### src/owl_pkg.sv
// Shared types and constants for the ordered wait list.
// Used by owl_cell and ordered_wait_list; depends on nothing else.

package owl_pkg;

    localparam int SLOTS_DEF    = 16;
    localparam int KEY_BITS_DEF = 32;
    localparam int SLOT_W       = 4;
    localparam int COUNT_W      = 5;
    localparam int KEY_FIELD_W  = 32;

    localparam logic [1:0] KIND_INS_SORTED = 2'd0;
    localparam logic [1:0] KIND_INS_END    = 2'd1;
    localparam logic [1:0] KIND_REMOVE     = 2'd2;

    typedef enum logic [1:0] {
        ST_IDLE,
        ST_EVAL,
        ST_COMMIT
    } state_t;

    // Command broadcast from the controller to every cell.
    typedef struct packed {
        logic                eval;
        logic [1:0]          kind;
        logic [SLOT_W-1:0]   slot;
        logic                ip_mark;
        logic [SLOT_W-1:0]   ip_slot;
        logic                ins;
        logic                rem;
    } cell_cmd_t;

endpackage

### src/owl_cell.sv
// One position of the ordered wait list: a handle, its key and a valid bit.
// Depends on owl_pkg; instantiated in a row by ordered_wait_list.

module owl_cell #(
    parameter int KEY_BITS = owl_pkg::KEY_BITS_DEF
) (
    input  logic                        clk,
    input  logic                        rst_n,
    input  owl_pkg::cell_cmd_t          cmd,
    input  logic [KEY_BITS-1:0]         req_key,
    input  logic                        mark_in,
    output logic                        mark_out,
    input  logic                        left_mark,
    output logic                        mark_q,
    input  logic                        left_valid,
    input  logic [owl_pkg::SLOT_W-1:0]  left_slot,
    input  logic [KEY_BITS-1:0]         left_key,
    input  logic                        right_valid,
    input  logic [owl_pkg::SLOT_W-1:0]  right_slot,
    input  logic [KEY_BITS-1:0]         right_key,
    output logic                        valid,
    output logic [owl_pkg::SLOT_W-1:0]  slot,
    output logic [KEY_BITS-1:0]         key,
    output logic                        hit
);

    logic                        valid_reg;
    logic                        valid_next;
    logic [owl_pkg::SLOT_W-1:0]  slot_reg;
    logic [owl_pkg::SLOT_W-1:0]  slot_next;
    logic [KEY_BITS-1:0]         key_reg;
    logic [KEY_BITS-1:0]         key_next;
    logic                        mark_reg;
    logic                        mark_next;
    logic                        flag;

    // A cell is marked when it or any cell to its left meets the position test.
    always_comb
    begin
        hit = valid_reg && (slot_reg == cmd.slot);
        case (cmd.kind)
            owl_pkg::KIND_INS_SORTED: flag = !valid_reg || (key_reg > req_key);
            owl_pkg::KIND_INS_END:    flag = !valid_reg ||
                                             (!cmd.ip_mark && (slot_reg == cmd.ip_slot));
            owl_pkg::KIND_REMOVE:     flag = hit;
            default:                  flag = 1'b0;
        endcase
        mark_out  = mark_in || flag;
        mark_next = cmd.eval ? mark_out : mark_reg;
    end

    // Insert shifts marked cells right by one and drops the new entry into the
    // first marked cell; remove shifts marked cells left over the removed one.
    always_comb
    begin
        valid_next = valid_reg;
        slot_next  = slot_reg;
        key_next   = key_reg;
        if (cmd.ins)
        begin
            if (left_mark)
            begin
                valid_next = left_valid;
                slot_next  = left_slot;
                key_next   = left_key;
            end
            else if (mark_reg)
            begin
                valid_next = 1'b1;
                slot_next  = cmd.slot;
                key_next   = req_key;
            end
        end
        else if (cmd.rem && mark_reg)
        begin
            valid_next = right_valid;
            slot_next  = right_slot;
            key_next   = right_key;
        end
    end

    always_ff @(posedge clk or negedge rst_n)
    begin
        if (!rst_n)
        begin
            valid_reg <= 1'b0;
            mark_reg  <= 1'b0;
        end
        else
        begin
            valid_reg <= valid_next;
            mark_reg  <= mark_next;
        end
    end

    always_ff @(posedge clk)
    begin
        slot_reg <= slot_next;
        key_reg  <= key_next;
    end

    assign mark_q = mark_reg;
    assign valid  = valid_reg;
    assign slot   = slot_reg;
    assign key    = key_reg;

endmodule

### src/ordered_wait_list.sv
// Top level of the ordered wait list: controller, request registers and the cell row.
// Depends on owl_pkg and owl_cell.
//
//   channel   handshake             payload
//   request   in_valid / in_ready   kind, slot, sort_key
//   result    out_valid / out_ready item_count, status, head_slot, head_valid
//
// Each request passes through a compare state, in which every cell compares its
// entry against the request and the position marks ripple along the row, and a
// commit state, in which the row shifts. A new request is taken in the cycle the
// previous one commits, so requests follow without an idle state while results are taken.
// Reset empties the row at once. A result not yet taken holds the commit.

module ordered_wait_list #(
    parameter int SLOTS    = owl_pkg::SLOTS_DEF,
    parameter int KEY_BITS = owl_pkg::KEY_BITS_DEF
) (
    input  logic                          clk,
    input  logic                          rst_n,
    input  logic                          in_valid,
    output logic                          in_ready,
    input  logic [1:0]                    kind,
    input  logic [owl_pkg::SLOT_W-1:0]    slot,
    input  logic [owl_pkg::KEY_FIELD_W-1:0] sort_key,
    output logic                          out_valid,
    input  logic                          out_ready,
    output logic [owl_pkg::COUNT_W-1:0]   item_count,
    output logic                          status,
    output logic [owl_pkg::SLOT_W-1:0]    head_slot,
    output logic                          head_valid
);

    localparam int  HANDLES      = 1 << owl_pkg::SLOT_W;
    localparam int  NCELL        = (SLOTS < HANDLES) ? SLOTS : HANDLES;
    localparam bit  ALL_IN_RANGE = (SLOTS >= HANDLES);
    localparam logic [owl_pkg::SLOT_W:0] SLOT_LIMIT =
        ALL_IN_RANGE ? '0 : (owl_pkg::SLOT_W+1)'(SLOTS);

    owl_pkg::state_t                 state_reg;
    owl_pkg::state_t                 state_next;
    logic [1:0]                      kind_reg;
    logic [owl_pkg::SLOT_W-1:0]      slot_reg;
    logic [KEY_BITS-1:0]             key_reg;
    logic [KEY_BITS-1:0]             key_in;
    logic                            listed_reg;
    logic                            pred_valid_reg;
    logic [owl_pkg::SLOT_W-1:0]      pred_slot_reg;
    logic                            ip_mark_reg;
    logic                            ip_mark_next;
    logic [owl_pkg::SLOT_W-1:0]      ip_slot_reg;
    logic [owl_pkg::SLOT_W-1:0]      ip_slot_next;
    logic [owl_pkg::COUNT_W-1:0]     count_reg;
    logic [owl_pkg::COUNT_W-1:0]     count_next;
    logic                            status_reg;
    logic                            out_valid_reg;
    logic                            out_valid_next;

    logic                            in_fire;
    logic                            commit_go;
    logic                            in_range;
    logic                            is_insert;
    logic                            is_remove;
    logic                            ok;
    logic                            any_hit;
    logic                            pred_valid;
    logic [owl_pkg::SLOT_W-1:0]      pred_slot;
    owl_pkg::cell_cmd_t              cmd;

    logic [NCELL-1:0]                cell_valid;
    logic [owl_pkg::SLOT_W-1:0]      cell_slot [NCELL];
    logic [KEY_BITS-1:0]             cell_key  [NCELL];
    logic [NCELL-1:0]                cell_mark_q;
    logic [NCELL-1:0]                cell_hit;
    logic [NCELL:0]                  mark_chain;

    generate
        if (KEY_BITS <= owl_pkg::KEY_FIELD_W)
        begin : g_key_narrow
            assign key_in = sort_key[KEY_BITS-1:0];
        end
        else
        begin : g_key_wide
            assign key_in = {{(KEY_BITS-owl_pkg::KEY_FIELD_W){1'b0}}, sort_key};
        end
    endgenerate

    always_comb
    begin
        commit_go  = (state_reg == owl_pkg::ST_COMMIT) && (!out_valid_reg || out_ready);
        in_ready   = (state_reg == owl_pkg::ST_IDLE) || commit_go;
        in_fire    = in_valid && in_ready;
        state_next = state_reg;
        case (state_reg)
            owl_pkg::ST_IDLE:
                if (in_fire)
                    state_next = owl_pkg::ST_EVAL;
            owl_pkg::ST_EVAL:
                state_next = owl_pkg::ST_COMMIT;
            owl_pkg::ST_COMMIT:
                if (commit_go)
                    state_next = in_fire ? owl_pkg::ST_EVAL : owl_pkg::ST_IDLE;
            default:
                state_next = owl_pkg::ST_IDLE;
        endcase
    end

    // Decision for the request under commit; the listed check comes from the
    // compare cycle.
    always_comb
    begin
        in_range  = ALL_IN_RANGE || ({1'b0, slot_reg} < SLOT_LIMIT);
        is_insert = kind_reg inside {owl_pkg::KIND_INS_SORTED, owl_pkg::KIND_INS_END};
        is_remove = (kind_reg == owl_pkg::KIND_REMOVE);
        if (is_insert)
            ok = in_range && !listed_reg;
        else if (is_remove)
            ok = in_range && listed_reg;
        else
            ok = 1'b1;

        cmd.eval    = (state_reg == owl_pkg::ST_EVAL);
        cmd.kind    = kind_reg;
        cmd.slot    = slot_reg;
        cmd.ip_mark = ip_mark_reg;
        cmd.ip_slot = ip_slot_reg;
        cmd.ins     = commit_go && is_insert && ok;
        cmd.rem     = commit_go && is_remove && ok;
    end

    // The removed entry's predecessor is whatever sits in the cell to its left.
    always_comb
    begin
        any_hit    = 1'b0;
        pred_valid = 1'b0;
        pred_slot  = '0;
        for (int i = 0; i < NCELL; i++)
        begin
            any_hit = any_hit | cell_hit[i];
            if (i > 0 && cell_hit[i])
            begin
                pred_valid = 1'b1;
                pred_slot  = pred_slot | cell_slot[(i > 0) ? i - 1 : 0];
            end
        end
    end

    always_comb
    begin
        count_next   = count_reg;
        ip_mark_next = ip_mark_reg;
        ip_slot_next = ip_slot_reg;
        if (cmd.ins)
            count_next = count_reg + 1'b1;
        if (cmd.rem)
        begin
            count_next = count_reg - 1'b1;
            if (!ip_mark_reg && (ip_slot_reg == slot_reg))
            begin
                ip_mark_next = !pred_valid_reg;
                ip_slot_next = pred_slot_reg;
            end
        end

        out_valid_next = out_valid_reg;
        if (commit_go)
            out_valid_next = 1'b1;
        else if (out_ready)
            out_valid_next = 1'b0;
    end

    always_ff @(posedge clk or negedge rst_n)
    begin
        if (!rst_n)
        begin
            state_reg     <= owl_pkg::ST_IDLE;
            ip_mark_reg   <= 1'b1;
            count_reg     <= '0;
            out_valid_reg <= 1'b0;
        end
        else
        begin
            state_reg     <= state_next;
            ip_mark_reg   <= ip_mark_next;
            count_reg     <= count_next;
            out_valid_reg <= out_valid_next;
        end
    end

    always_ff @(posedge clk)
    begin
        ip_slot_reg <= ip_slot_next;
        if (in_fire)
        begin
            kind_reg <= kind;
            slot_reg <= slot;
            key_reg  <= key_in;
        end
        if (cmd.eval)
        begin
            listed_reg     <= any_hit;
            pred_valid_reg <= pred_valid;
            pred_slot_reg  <= pred_slot;
        end
        if (commit_go)
            status_reg <= !ok;
    end

    assign mark_chain[0] = 1'b0;

    generate
        for (genvar i = 0; i < NCELL; i++)
        begin : g_cell
            logic                        l_mark;
            logic                        l_valid;
            logic [owl_pkg::SLOT_W-1:0]  l_slot;
            logic [KEY_BITS-1:0]         l_key;
            logic                        r_valid;
            logic [owl_pkg::SLOT_W-1:0]  r_slot;
            logic [KEY_BITS-1:0]         r_key;

            if (i == 0)
            begin : g_first
                assign l_mark  = 1'b0;
                assign l_valid = 1'b0;
                assign l_slot  = '0;
                assign l_key   = '0;
            end
            else
            begin : g_left
                assign l_mark  = cell_mark_q[i-1];
                assign l_valid = cell_valid[i-1];
                assign l_slot  = cell_slot[i-1];
                assign l_key   = cell_key[i-1];
            end

            if (i == NCELL - 1)
            begin : g_last
                assign r_valid = 1'b0;
                assign r_slot  = '0;
                assign r_key   = '0;
            end
            else
            begin : g_right
                assign r_valid = cell_valid[i+1];
                assign r_slot  = cell_slot[i+1];
                assign r_key   = cell_key[i+1];
            end

            owl_cell #(
                .KEY_BITS (KEY_BITS)
            ) u_cell (
                .clk         (clk),
                .rst_n       (rst_n),
                .cmd         (cmd),
                .req_key     (key_reg),
                .mark_in     (mark_chain[i]),
                .mark_out    (mark_chain[i+1]),
                .left_mark   (l_mark),
                .mark_q      (cell_mark_q[i]),
                .left_valid  (l_valid),
                .left_slot   (l_slot),
                .left_key    (l_key),
                .right_valid (r_valid),
                .right_slot  (r_slot),
                .right_key   (r_key),
                .valid       (cell_valid[i]),
                .slot        (cell_slot[i]),
                .key         (cell_key[i]),
                .hit         (cell_hit[i])
            );
        end
    endgenerate

    assign out_valid  = out_valid_reg;
    assign item_count = count_reg;
    assign status     = status_reg;
    assign head_valid = cell_valid[0];
    assign head_slot  = cell_valid[0] ? cell_slot[0] : '0;

    // The count always matches the occupied cells.
    a_count_matches: assert property (@(posedge clk) disable iff (!rst_n)
        (int'(count_reg) == $countones(cell_valid)))
        else $error("item count differs from occupied cells");

    // Occupied cells are packed at the head end of the row.
    a_row_packed: assert property (@(posedge clk) disable iff (!rst_n)
        (((cell_valid + NCELL'(1)) & cell_valid) == '0))
        else $error("gap in occupied cells");

    // A rejected or ignored request leaves the row untouched.
    a_reject_no_change: assert property (@(posedge clk) disable iff (!rst_n)
        (commit_go && !cmd.ins && !cmd.rem) |=> $stable(cell_valid) && $stable(count_reg))
        else $error("row changed on a request that was not applied");

    // The compare cycle is always followed by the commit cycle.
    a_eval_then_commit: assert property (@(posedge clk) disable iff (!rst_n)
        (state_reg == owl_pkg::ST_EVAL) |=> (state_reg == owl_pkg::ST_COMMIT))
        else $error("compare cycle not followed by commit");

endmodule

### config.mk
export PLATFORM = sky130hd
export DESIGN_NAME = ordered_wait_list
export DESIGN_NICKNAME = d
export VERILOG_FILES = /design/src/owl_pkg.sv /design/src/owl_cell.sv /design/src/ordered_wait_list.sv
export SDC_FILE = /design/constraint.sdc
export NUM_CORES = 2
export LEC_CHECK = 0
export ABC_AREA = 0
export BUFFER_PORTS_ARGS = -buffer_cell sky130_fd_sc_hd__buf_2
export CAP_MARGIN = 20
export CORE_ASPECT_RATIO = 0.5
export CORE_MARGIN = 2
export CORE_UTILIZATION = 30
export CTS_CLUSTER_DIAMETER = 50
export DETAILED_ROUTE_END_ITERATION = 10
export SLEW_MARGIN = 15
export SYNTH_ARGS = -nofsm -noshare
export SYNTH_HDL_FRONTEND = slang
export SYNTH_SLANG_ARGS = --single-unit
### constraint.sdc
create_clock -name clk -period 8.9 [get_ports clk]
set_input_delay 0.89 -clock clk [delete_from_list [all_inputs] [get_ports clk]]
set_output_delay 0.89 -clock clk [all_outputs]
set_load 0.03 [all_outputs]
Yosys cells after proc, flatten, opt, wreduce, memory -nomap -nowiden
Cells that the tools add are included.
Word-level totals
  bits in registers: 666
  bits of input ports: 42
  output and inout port bits: 13
  logic and storage cells: 575
Operators by class
  add/subtract/negate cells: 2
  magnitude comparators: 16
  equality and inequality tests: 55
  mux-type cells: 232
  bitwise logic cells: 29
  reductions and logical operators: 165
Operator list (count)
  two-way mux 32 bit: 63
  > comparator 32 bit: 16
  two-way mux 4 bit: 79
  == test 4 bit: 33
  two-way mux 1 bit: 69
  bitwise OR 4 bit: 14
  logical AND 1 bit: 55
  logical OR 1 bit: 49
  case mux 1 bit (3 select lines): 16
  inequality test 3 x 1 -> 1 bit, second input constant: 15
  nonzero test 2 bit: 19
  AND reduction 2 bit: 18
  zero test 1 bit: 21
  bitwise OR 1 bit: 15
  OR reduction 14 bit: 1
  two-way mux 5 bit: 2
  case mux 2 bit (3 select lines): 1
  adder 5 x 1 -> 5 bit, second input constant: 1
  subtractor 5 x 1 -> 5 bit, second input constant: 1
  == test 2 x 1 -> 1 bit, second input constant: 2
  == test 2 bit, second input constant: 2
  zero test 2 bit: 2
  two-way mux 2 bit: 2
  inequality test 2 bit, second input constant: 2
  inequality test 2 x 1 -> 1 bit, second input constant: 1

Longest topological paths before layout
  depth in word-level cells: 31
  depth in mapped cells: 12
  depth with buffers taken out: 11

Hierarchy
From an unflattened synthesis, not the netlist that was laid out.
Second synthesis, totals
  cell total of the unflattened synthesis: 4959
  area total of the unflattened synthesis: 48175.0 um2
By module, submodules not included
  owl_cell: instances 16, cells each 300, area each 2860.2 um2, seq. area each 1131.1 um2
  ordered_wait_list: instances 1, cells each 159, area each 2411.1 um2, seq. area each 1697.9 um2

Worst setup path after synthesis
No wires, ideal clock.
  path kind: input to register
  start: input port out_ready
  end: register g_cell[15].u_cell.key_reg[0] (enable)
  library setup time: 0.396 ns
  arrival: 2.931 ns
  data required time: 8.504 ns
  path slack: 5.573 ns
  cell stages on the path: 5
  path buffers: 2
  cells stage by stage: nor2b_1 -> nor4_2 -> clkbuf_1 -> clkbuf_1 -> a22o_1
On the way
  word-level cells in the longest chain between the ends: 7
  elaborated cells on any way between the ends: 10
  classes of those cells: eq/ne: 1; reduce/logical: 9
Ends and longest elaborated chain
  from (decl): line ordered_wait_list.sv:26  | input logic out_ready,
  logical OR 1 bit (*): line ordered_wait_list.sv:89  | commit_go = (state_reg == owl_pkg::ST_COMMIT) && (!out_valid_reg || out_ready);
  logical AND 1 bit (*): line ordered_wait_list.sv:89
  logical AND 1 bit (2 in series): line ordered_wait_list.sv:127  | cmd.rem = commit_go && is_remove && ok;
  logical AND 1 bit: line owl_cell.sv:74  | else if (cmd.rem && mark_reg)
  nonzero test 2 bit (no source line)
  AND reduction 2 bit (no source line) (*)
  to (signal assigned): line owl_cell.sv:99  | key_reg <= key_next;
  to (decl): line owl_cell.sv:31  | logic [KEY_BITS-1:0] key_reg;
Mark *: on every way between the ends. The rest lies on a longest branch, timed or not.
A chain may end at the register's enable or synchronous reset.

Worst setup path in the final report
  start: register key_reg[14]
  end: register g_cell[15].u_cell.mark_reg
On the way
  word-level cells in the longest chain between the ends: 18
  elaborated cells on any way between the ends: 63
  classes of those cells: order compare: 16; mux: 16; reduce/logical: 31
Ends and longest elaborated chain
  from (decl): line ordered_wait_list.sv:43  | logic [KEY_BITS-1:0] key_reg;
  from (signal assigned): line ordered_wait_list.sv:196  | key_reg <= key_in;
  > comparator 32 bit: line owl_cell.sv:42  | owl_pkg::KIND_INS_SORTED: flag = !valid_reg || (key_reg > req_key);
  logical OR 1 bit: line owl_cell.sv:42
  case mux 1 bit (3 select lines): line owl_cell.sv:41  | case (cmd.kind)
  logical OR 1 bit (14 in series): line owl_cell.sv:48  | mark_out = mark_in || flag;
  logical OR 1 bit (*): line owl_cell.sv:48
  to (signal assigned): line owl_cell.sv:92  | mark_reg <= mark_next;
  to (decl): line owl_cell.sv:33  | logic mark_reg;
Marked as above.

==> results.yml <==
routing:
  postRouteAntennaNets: 0
  first_pass_iters: 8
  wl_per_cell_um: 27.5
  drc_errors: 0
  vias: 37385
  drt_iter0_drc: 5210
  drt-total-wl_um: 177000
  via_per_inst: 5.81
job:
  cap_violations: 0
place:
  hpwl_um: 119000
  numPortBuffers: 54
  gp_congestion: 0.995
  place_ws_ps: 4160
  placed_cell_area_sq_um: 47800
finish:
  final_util: 0.336
  nets: 4913
  regArea_sq_um: 19800
  largest_reg_flops: 512
  multi_input_area_sq_um: 24500
  diodes: 0
  area_delta_synth_final_pct: 11.3
  nFillCells: 15022
  final_area_sq_um: 50800
  drive_gt1_frac: 0.0716
synth:
  syn_inst: 4427
  synth_cell_type_count: 91
  synth-edff-count: 625
  netlist_area_sq_um: 45600
  ys_ff_latch: 666
  synth_ff_type: "edfxtp_1"
  syn_avg_cell_area_sq_um: 10.3
  yosys_warnings: 0
  synth-seq-area-share: 0.434
  ys_async_sr_fraction: 0.0616
  synth_fp_nets: 4985
power:
  p_leak_uw: 0.0214
  swShare: 0.353
  p_clk_frac: 0.345
  p_per_area_nw_per_um2: 207
  max-vdd-ir-drop_mv: 0.148
  internal-power_uw: 6810
  p_switching_uw: 3710
  pwr-share-comb: 0.248
  seq_power_share: 0.407
floorplan:
  io_pins: 55
  start_util: 0.301
  core_area_sq_um: 151000
  die_h_um: 280
  die_area_sq_um: 155000
  fp-row-count: 101
  die_w_um: 555
clock_tree:
  cts_setup_buffers: 0
  clock-root-buffer: "clkbuf_16"
  numCtsBuffers: 88
  clk_pin_slew_ps: 60
  cts_resized: 0
  clk_latency_ps: 720
  cts.sinks: 666
  htreeDepth: 3
  cts_tree: "yes"
  cts_hold_buffers: 0
  cts_buffer_depth: 3
worst_setup_path:
  cp-end-kind: "flip-flop"
  worst_path_max_delay_cell: "nor4_1"
  start_kind: "flip-flop"
  worstPathRequired_ps: 9510
  critPathTopFamily: "simple AND/OR/NAND/NOR gates"
  critPathMaxFanout: 17
  crit_chain: "inv_1, ha_1, nand4_1, nor4_1, a31oi_1, o21ai_0, o41a_1, o221a_1, and4b_1, nand3_4, o32a_1"
  cpPeakStageDelay_ps: 1140
  arrival_ps: 5700
  critPathKind: "reg2reg"
  critPathBufInv: 1
sta:
  rsz0062_at_grt: "no"
  fmax_ghz: 0.197
  whs_ps: 206
  setup_viol: 0
  skew_ps: 46.2
  period_share: 0.572
  max_slew_margin: 0.102
  period_minus_slack_ps: 5090
  fin_ws_ps: 3810
  final.setup.tns_ps: 0
  finalMaxSlewViolations: 0
  worst_pin_slew_ps: 1350
  hold_viol_final: 0
global_routing:
  overflow: 0
  grt_antenna_before_repair: 9
  grtUsageTotal: 0.220
  grt_pass1_wl_um: 252000
  grt_max_degree: 272
  grt_pass1_vias: 35082
run_status:
  status: "complete, no violations"
hold_path:
  hp-class: "in2async"
==> cell usage in the layout (no fill, tap or decap), types with 15 or more instances in the layout <==
cell       Yosys  routed
a21oi_1      700     700
o21ai_0      117     117
o211ai_1      26      26
dfrtp_2        0      15
inv_1         85      85
xor2_1        49      49
o22ai_1       16      16
nand3_1       73      73
a21o_1        39      39
buf_2         12      54
nand2_1      192     181
nand4_1      109     109
dfrtp_1       40      25
a31oi_1       26      26
nor2b_1       18      18
xnor2_1       72      72
edfxtp_1     625     625
a211oi_1      34      34
nor3_1        35      34
clkbuf_16      0      89
mux2i_1      541     541
nor4_1        25      24
clkinv_2       0      16
nor2_1       612     612
buf_4          9      46
ha_1         515     515
==> worst register-to-register path, cell delays in order (launching register included) <==
cell and delay [ps]:
edfxtp_1 750, inv_1 560, ha_1 480, nand4_1 290
nor4_1 1140, a31oi_1 210, o21ai_0 200, o41a_1 310
o221a_1 220, and4b_1 370, nand3_4 120, o32a_1 330
==> layer usage <==
layer / part of all wire / vias to the layer above / track usage
met5: 0.00039 / - / 0
met4: 0.033 / 12 / 0.0698
met3: 0.11 / 333 / 0.0482
met2: 0.43 / 2120 / 0.336
met1: 0.43 / 18398 / 0.308
li1: - / 16522 / -
==> stage by stage <==
stage | power (uW) | cells
CTS | 10500 | 6432
detailed placement | 6850 | 6272
finish | 10500 | 6433
global route | 10900 | 6433
global placement | 6800 | 6270
floorplan | 5830 | 4427
==> Yosys cell counts (16+ instances only) <==
library cell | n | share of area
a211oi_1 | 34 | 0.0056
a21o_1 | 39 | 0.0064
a21oi_1 | 700 | 0.077
a31oi_1 | 26 | 0.0036
clkbuf_1 | 227 | 0.019
dfrtp_1 | 40 | 0.022
edfxtp_1 | 625 | 0.41
ha_1 | 515 | 0.14
inv_1 | 85 | 0.0070
mux2i_1 | 541 | 0.12
nand2_1 | 192 | 0.016
nand3_1 | 73 | 0.0080
nand4_1 | 109 | 0.015
nor2_1 | 612 | 0.050
nor2b_1 | 18 | 0.0025
nor3_1 | 35 | 0.0038
nor4_1 | 25 | 0.0034
o211ai_1 | 26 | 0.0043
o21ai_0 | 117 | 0.013
o22ai_1 | 16 | 0.0022
xnor2_1 | 72 | 0.014
xor2_1 | 49 | 0.0094
==> power groups by stage <==
stage          clock (uW)  sequential, uW  combinational (uW)
2_1_floorplan           0            4080                1750
3_3_place_gp            0            4320                2470
3_5_place_dp            0            4330                2520
4_1_cts              3670            4270                2530
5_1_grt              3780            4300                2780
6_report             3630            4290                2610
==> area by class of cell <==
cell class,instances,area share
clock inverter,58,0.0119
timing repair buffer,105,0.0136
inverter,89,0.00658
multi-input combinational,3405,0.482
tap,2008,0.0495
sequential,666,0.390
clock buffer,102,0.0456
==> cells by family after synthesis <==
| family | count (synthesis) | share of synthesized area |
|---|---|---|
| AND/OR/NAND/NOR | 1130 | 0.111 |
| AO/OA/AOI/OAI | 1094 | 0.138 |
| flip-flops | 666 | 0.434 |
| multiplexers | 544 | 0.120 |
| adder cells (fa/ha/maj) | 516 | 0.142 |
| buffers and inverters | 356 | 0.0322 |
| XOR/XNOR | 121 | 0.0232 |
==> path summary, 6_finish.rpt <==
| kind | cells past startpoint | startpoint | end | slack, ps |
|---|---|---|---|---|
| worst max-delay path | 11 | key_reg[14] | g_cell[15].u_cell.mark_q | 3810 |
| worst min-delay path | 1 | rst_n | g_cell[13].u_cell.valid | 210 |
| worst max register to register | 11 | key_reg[14] | g_cell[15].u_cell.mark_q | 3810 |
| worst min register to register | 0 | pred_slot_reg[0] | ip_slot_reg[0] | 420 |
| max in group asynchronous | 1 | rst_n | g_cell[3].u_cell.mark_q | 8180 |
| min in group clk | 1 | slot[1] | slot_reg[1] | 340 |
Note: power is estimated with default switching activity, not from simulation.
